**config.mk**
```make
export PLATFORM = sky130hd
export DESIGN_NAME = csfs_div_stage
export DESIGN_NICKNAME = d
export VERILOG_FILES = /design/src/csfs_pkg.sv /design/src/csfs_div_stage.sv
export SDC_FILE = /design/constraint.sdc
export NUM_CORES = 1
export LEC_CHECK = 0
export ABC_CLOCK_PERIOD_IN_PS = 3800
export BUFFER_PORTS_ARGS = -buffer_cell sky130_fd_sc_hd__buf_2
export CAP_MARGIN = 0
export CELL_PAD_IN_SITES_DETAIL_PLACEMENT = 1
export CELL_PAD_IN_SITES_GLOBAL_PLACEMENT = 1
export CORE_AREA = 2 2 276 278
export CTS_CLUSTER_SIZE = 28
export DETAILED_ROUTE_END_ITERATION = 7
export DIE_AREA = 0 0 278 280
export HOLD_SLACK_MARGIN = 0.06
export PLACE_DENSITY = 0.69
export SYNTH_ARGS = -nofsm -noshare
export SYNTH_HDL_FRONTEND = slang
export SYNTH_SLANG_ARGS = --single-unit
```
**constraint.sdc**
```tcl
create_clock -name clk -period 3.8 [get_ports clk]
set_input_delay 0.76 -clock clk [delete_from_list [all_inputs] [get_ports clk]]
set_output_delay 0.76 -clock clk [all_outputs]
set_load 0.05 [all_outputs]
```
**src/csfs_pkg.sv**
```systemverilog
// Shared constants and types of the chi-square feature score unit.
`timescale 1ns / 1ps
`default_nettype none
package csfs_pkg;
  localparam int COUNT_BITS_DEF = 32;
  localparam int FRAC_BITS_DEF  = 16;
  localparam int CNT_W          = 32;
  localparam int SCORE_W        = 48;

  typedef struct packed {
    logic vld;
    logic deg;
    logic inv;
  } csfs_ctl_t;
endpackage
`default_nettype wire

```
**src/csfs_div_stage.sv**
```systemverilog
// One registered step of the pipelined restoring divider.
`timescale 1ns / 1ps
`default_nettype none
module csfs_div_stage #(
  parameter int W  = csfs_pkg::COUNT_BITS_DEF,
  parameter int QW = csfs_pkg::COUNT_BITS_DEF + csfs_pkg::FRAC_BITS_DEF + 1
) (
  input  wire                   clk,
  input  wire                   rst_n,
  input  wire                   adv,
  input  wire csfs_pkg::csfs_ctl_t ctl_i,
  input  wire [4*W-1:0]         rem_i,
  input  wire [QW-1:0]          lo_i,
  input  wire [QW-1:0]          quo_i,
  input  wire [4*W-1:0]         den_i,
  output csfs_pkg::csfs_ctl_t   ctl_o,
  output logic [4*W-1:0]        rem_o,
  output logic [QW-1:0]         lo_o,
  output logic [QW-1:0]         quo_o,
  output logic [4*W-1:0]        den_o
);
  logic [4*W:0] trial, diff;
  logic         ge;
  csfs_pkg::csfs_ctl_t ctl_r;
  logic [4*W-1:0] rem_r, den_r;
  logic [QW-1:0]  lo_r, quo_r;

  assign trial = {rem_i, lo_i[QW-1]};
  assign diff  = trial - {1'b0, den_i};
  assign ge    = trial >= {1'b0, den_i};

  always_ff @(posedge clk) begin
    if (!rst_n) begin
      ctl_r <= '0;
    end else if (adv) begin
      ctl_r <= ctl_i;
    end
  end

  always_ff @(posedge clk) begin
    if (adv) begin
      rem_r <= ge ? diff[4*W-1:0] : trial[4*W-1:0];
      lo_r  <= {lo_i[QW-2:0], 1'b0};
      quo_r <= {quo_i[QW-2:0], ge};
      den_r <= den_i;
    end
  end

  assign ctl_o = ctl_r;
  assign rem_o = rem_r;
  assign lo_o  = lo_r;
  assign quo_o = quo_r;
  assign den_o = den_r;
endmodule
`default_nettype wire

```
==> flow_summary.json <==
{
  "hp-class": "in -> reg",
  "fin_skew_ns": 0,
  "first_pass_iters": 5,
  "cts_root_buffer": "clkbuf_16",
  "fin_ws_ns": 0.0467,
  "worst_pin_slew_ns": 0.741,
  "drt_iter0_drc": 983,
  "cp-startpoint": "lo_i[48]",
  "hold_viol_final": 0,
  "min-delay-start": "quo_i[28]",
  "path_class": "in -> reg",
  "gp_congestion": 0.922,
  "max_freq_mhz": 266,
  "die_h_um": 280,
  "arrival_ns": 4.09,
  "worstSkewPairLatency_ns": 0.58,
  "synth-edff-count": 353,
  "ir_worst_vdd_mv": 0.281,
  "maxCapViolations": 0,
  "syn_avg_cell_area_um2": 10.1,
  "yosysUniqueCellTypes": 68,
  "status": "completed",
  "crit_path_end_kind": "flip-flop",
  "drc_errors": 0,
  "start_util": 0.279,
  "wire_per_inst_um": 21.6,
  "ys_seq_area_frac": 0.508,
  "hold_buffers": 0,
  "cp-start-kind": "primary input",
  "crit_required_ns": 4.13,
  "p_leak_nw": 14.6,
  "netlist_instances": 2081,
  "yosys-top-cells-count": "353 x edfxtp_1, 249 x nand2_1, 218 x o21ai_0",
  "post_synth_instance_area_um2": 21000,
  "clkTransAtPathRegs_ns": 0.06,
  "rr_worst_depth": 2,
  "via_per_inst": 4.88,
  "wirelength_um": 93700,
  "synth.largest_area_cell": "edfxtp_1",
  "grt_max_degree": 82,
  "setup_viol": 0,
  "track_usage": 0.227,
  "overflow": 0,
  "total_power_mw": 14.2,
  "grt_first_pass_wirelength_um": 136000,
  "ant_nets": 0,
  "r2r_start": "ctl_o[1]",
  "syn_to_final_growth_pct": 52.8,
  "fp.dieW_um": 278,
  "synthTopCellsByArea": "edfxtp_1 51%, ha_1 7.6%, o21ai_0 5.2%",
  "htreeDepth": 2,
  "num_vias": 21200,
  "drive_gt1_frac": 0.438,
  "n_fill_cell": 8842,
  "tritoncts": "yes",
  "fin_crit_sh": 0.988,
  "coreArea_um2": 75200,
  "io_buffers": 714,
  "synth-main-ff-cell": "edfxtp_1",
  "finalCriticalPeriod_ns": 3.75,
  "clock_path_buffers": 3,
  "dp_hpwl_um": 75800,
  "top_level_ports": 717,
  "clock_sinks": 356,
  "hold_path_depth": 1,
  "synth_top_area_frac": 0.506,
  "antenna_found_initial": 19,
  "async_flop_share": 0,
  "grt_pass1_vias": 22500,
  "syn_nets": 2570,
  "ys_seq_elements": 356,
  "dieArea_um2": 77800,
  "worst-path-max-fanout": 4,
  "cts_buffers": 44,
  "yosysMostFrequentCell": "edfxtp_1",
  "rows": 101,
  "drv_slew": 0,
  "dp_slack_ns": -1.43,
  "relSlewSlack": 0.506,
  "grt_setup_unrepaired": "true",
  "nets": 3813,
  "synth_warnings": 0,
  "power_density_nw_per_um2": 442
}
critical path: stages:
cell and delay (ns):
buf_2 0.12, inv_1 0.08, ha_4 0.18, fa_2 0.40, nand2b_4 0.16, a21o_1 0.19, and2_4 0.16, o21ai_4 0.16
a31oi_2 0.12, buf_4 0.17, o211ai_1 0.17, buf_4 0.16, o31ai_4 0.09, o31a_1 0.35, o211ai_1 0.20, buf_4 0.17
buf_4 0.12, a31oi_4 0.08, xor2_1 0.17, o21ai_1 0.07
repair_timing:
item	in CTS	in global routing
buffers inserted	16	17
setup endpoints to repair	129	113
resized for setup	68	111
gates cloned	1	4
pin swaps	21	34
power breakdown:
group | internal (mW) | total (mW) | switching, mW
Combinational | 1.81 | 5.29 | 3.48
Sequential | 4.85 | 4.97 | 0.120
Clock | 2.20 | 3.90 | 1.71
flip-flops by register name (all words and copies together) (netlist names):
name and flops:
rem_o 128, quo_o 49, ctl_o 3, lo_o 48, den_o 128
cells by family after synthesis:
kind of cell             count (synthesis)  share of synthesized area
AO/OA/AOI/OAI                          653                      0.189
XOR/XNOR                               123                     0.0514
AND/OR/NAND/NOR                        542                      0.119
flip-flops                             356                      0.508
buffers and inverters                  268                     0.0504
adder cells (fa/ha/maj)                129                     0.0773
other                                    1                   0.000179
multiplexers                             9                    0.00453
through the flow:
stage          cells  cell area, µm²  utilization  hold slack (ns)  setup TNS [ns]
5_1_grt         4338           32000        0.426            0.326          -0.238
2_1_floorplan   2081           21000            -            0.743               0
3_5_place_dp    4231           29700        0.395            0.524         -113.41
4_1_cts         4321           31500        0.419            0.309               0
6_report        4339           32100        0.426            0.347               0
3_3_place_gp    4231           29700        0.395            0.493         -105.76
worst paths after layout:
path                            slack (ns)          to
worst min-delay path                  0.35   quo_o[29]
worst min register to register        0.53    ctl_o[0]
worst max register to register        3.20    ctl_o[1]
worst max-delay path                  0.05  rem_o[124]
routing by layer:
layer / vias to the layer above / GRT usage / share of wire
met5: - / 0 / 0.00061
met4: 8 / 0.0545 / 0.020
met3: 124 / 0.0472 / 0.055
met2: 593 / 0.417 / 0.52
met1: 10400 / 0.269 / 0.41
li1: 10100 / - / -
area by class of cell:
| class | instances | area, µm² | area share |
|---|---|---|---|
| antenna | 9 | 22.5 | 0.000703 |
| clock inverter | 17 | 140 | 0.00437 |
| clock buffer | 57 | 1150 | 0.0359 |
| timing repair buffer | 1295 | 8240 | 0.257 |
| tap | 978 | 1220 | 0.0382 |
| multi-input combinational | 1457 | 9970 | 0.311 |
| sequential | 356 | 10700 | 0.333 |
| inverter | 170 | 638 | 0.0199 |
layout by cell type, fill, tap and decap left out, drive strengths merged, types with 13 or more instances in the layout:
cell	n
edfxtp	353
a21o	82
o21a	19
buf	1293
xor2	47
inv	172
nand3	17
nor2b	13
xnor2	76
nor3	26
o21bai	40
nand4	68
nand2	249
a31oi	15
o21ai	222
nor2	105
clkbuf	59
a21oi	190
ha	128
(Power assumes the default switching activity.)
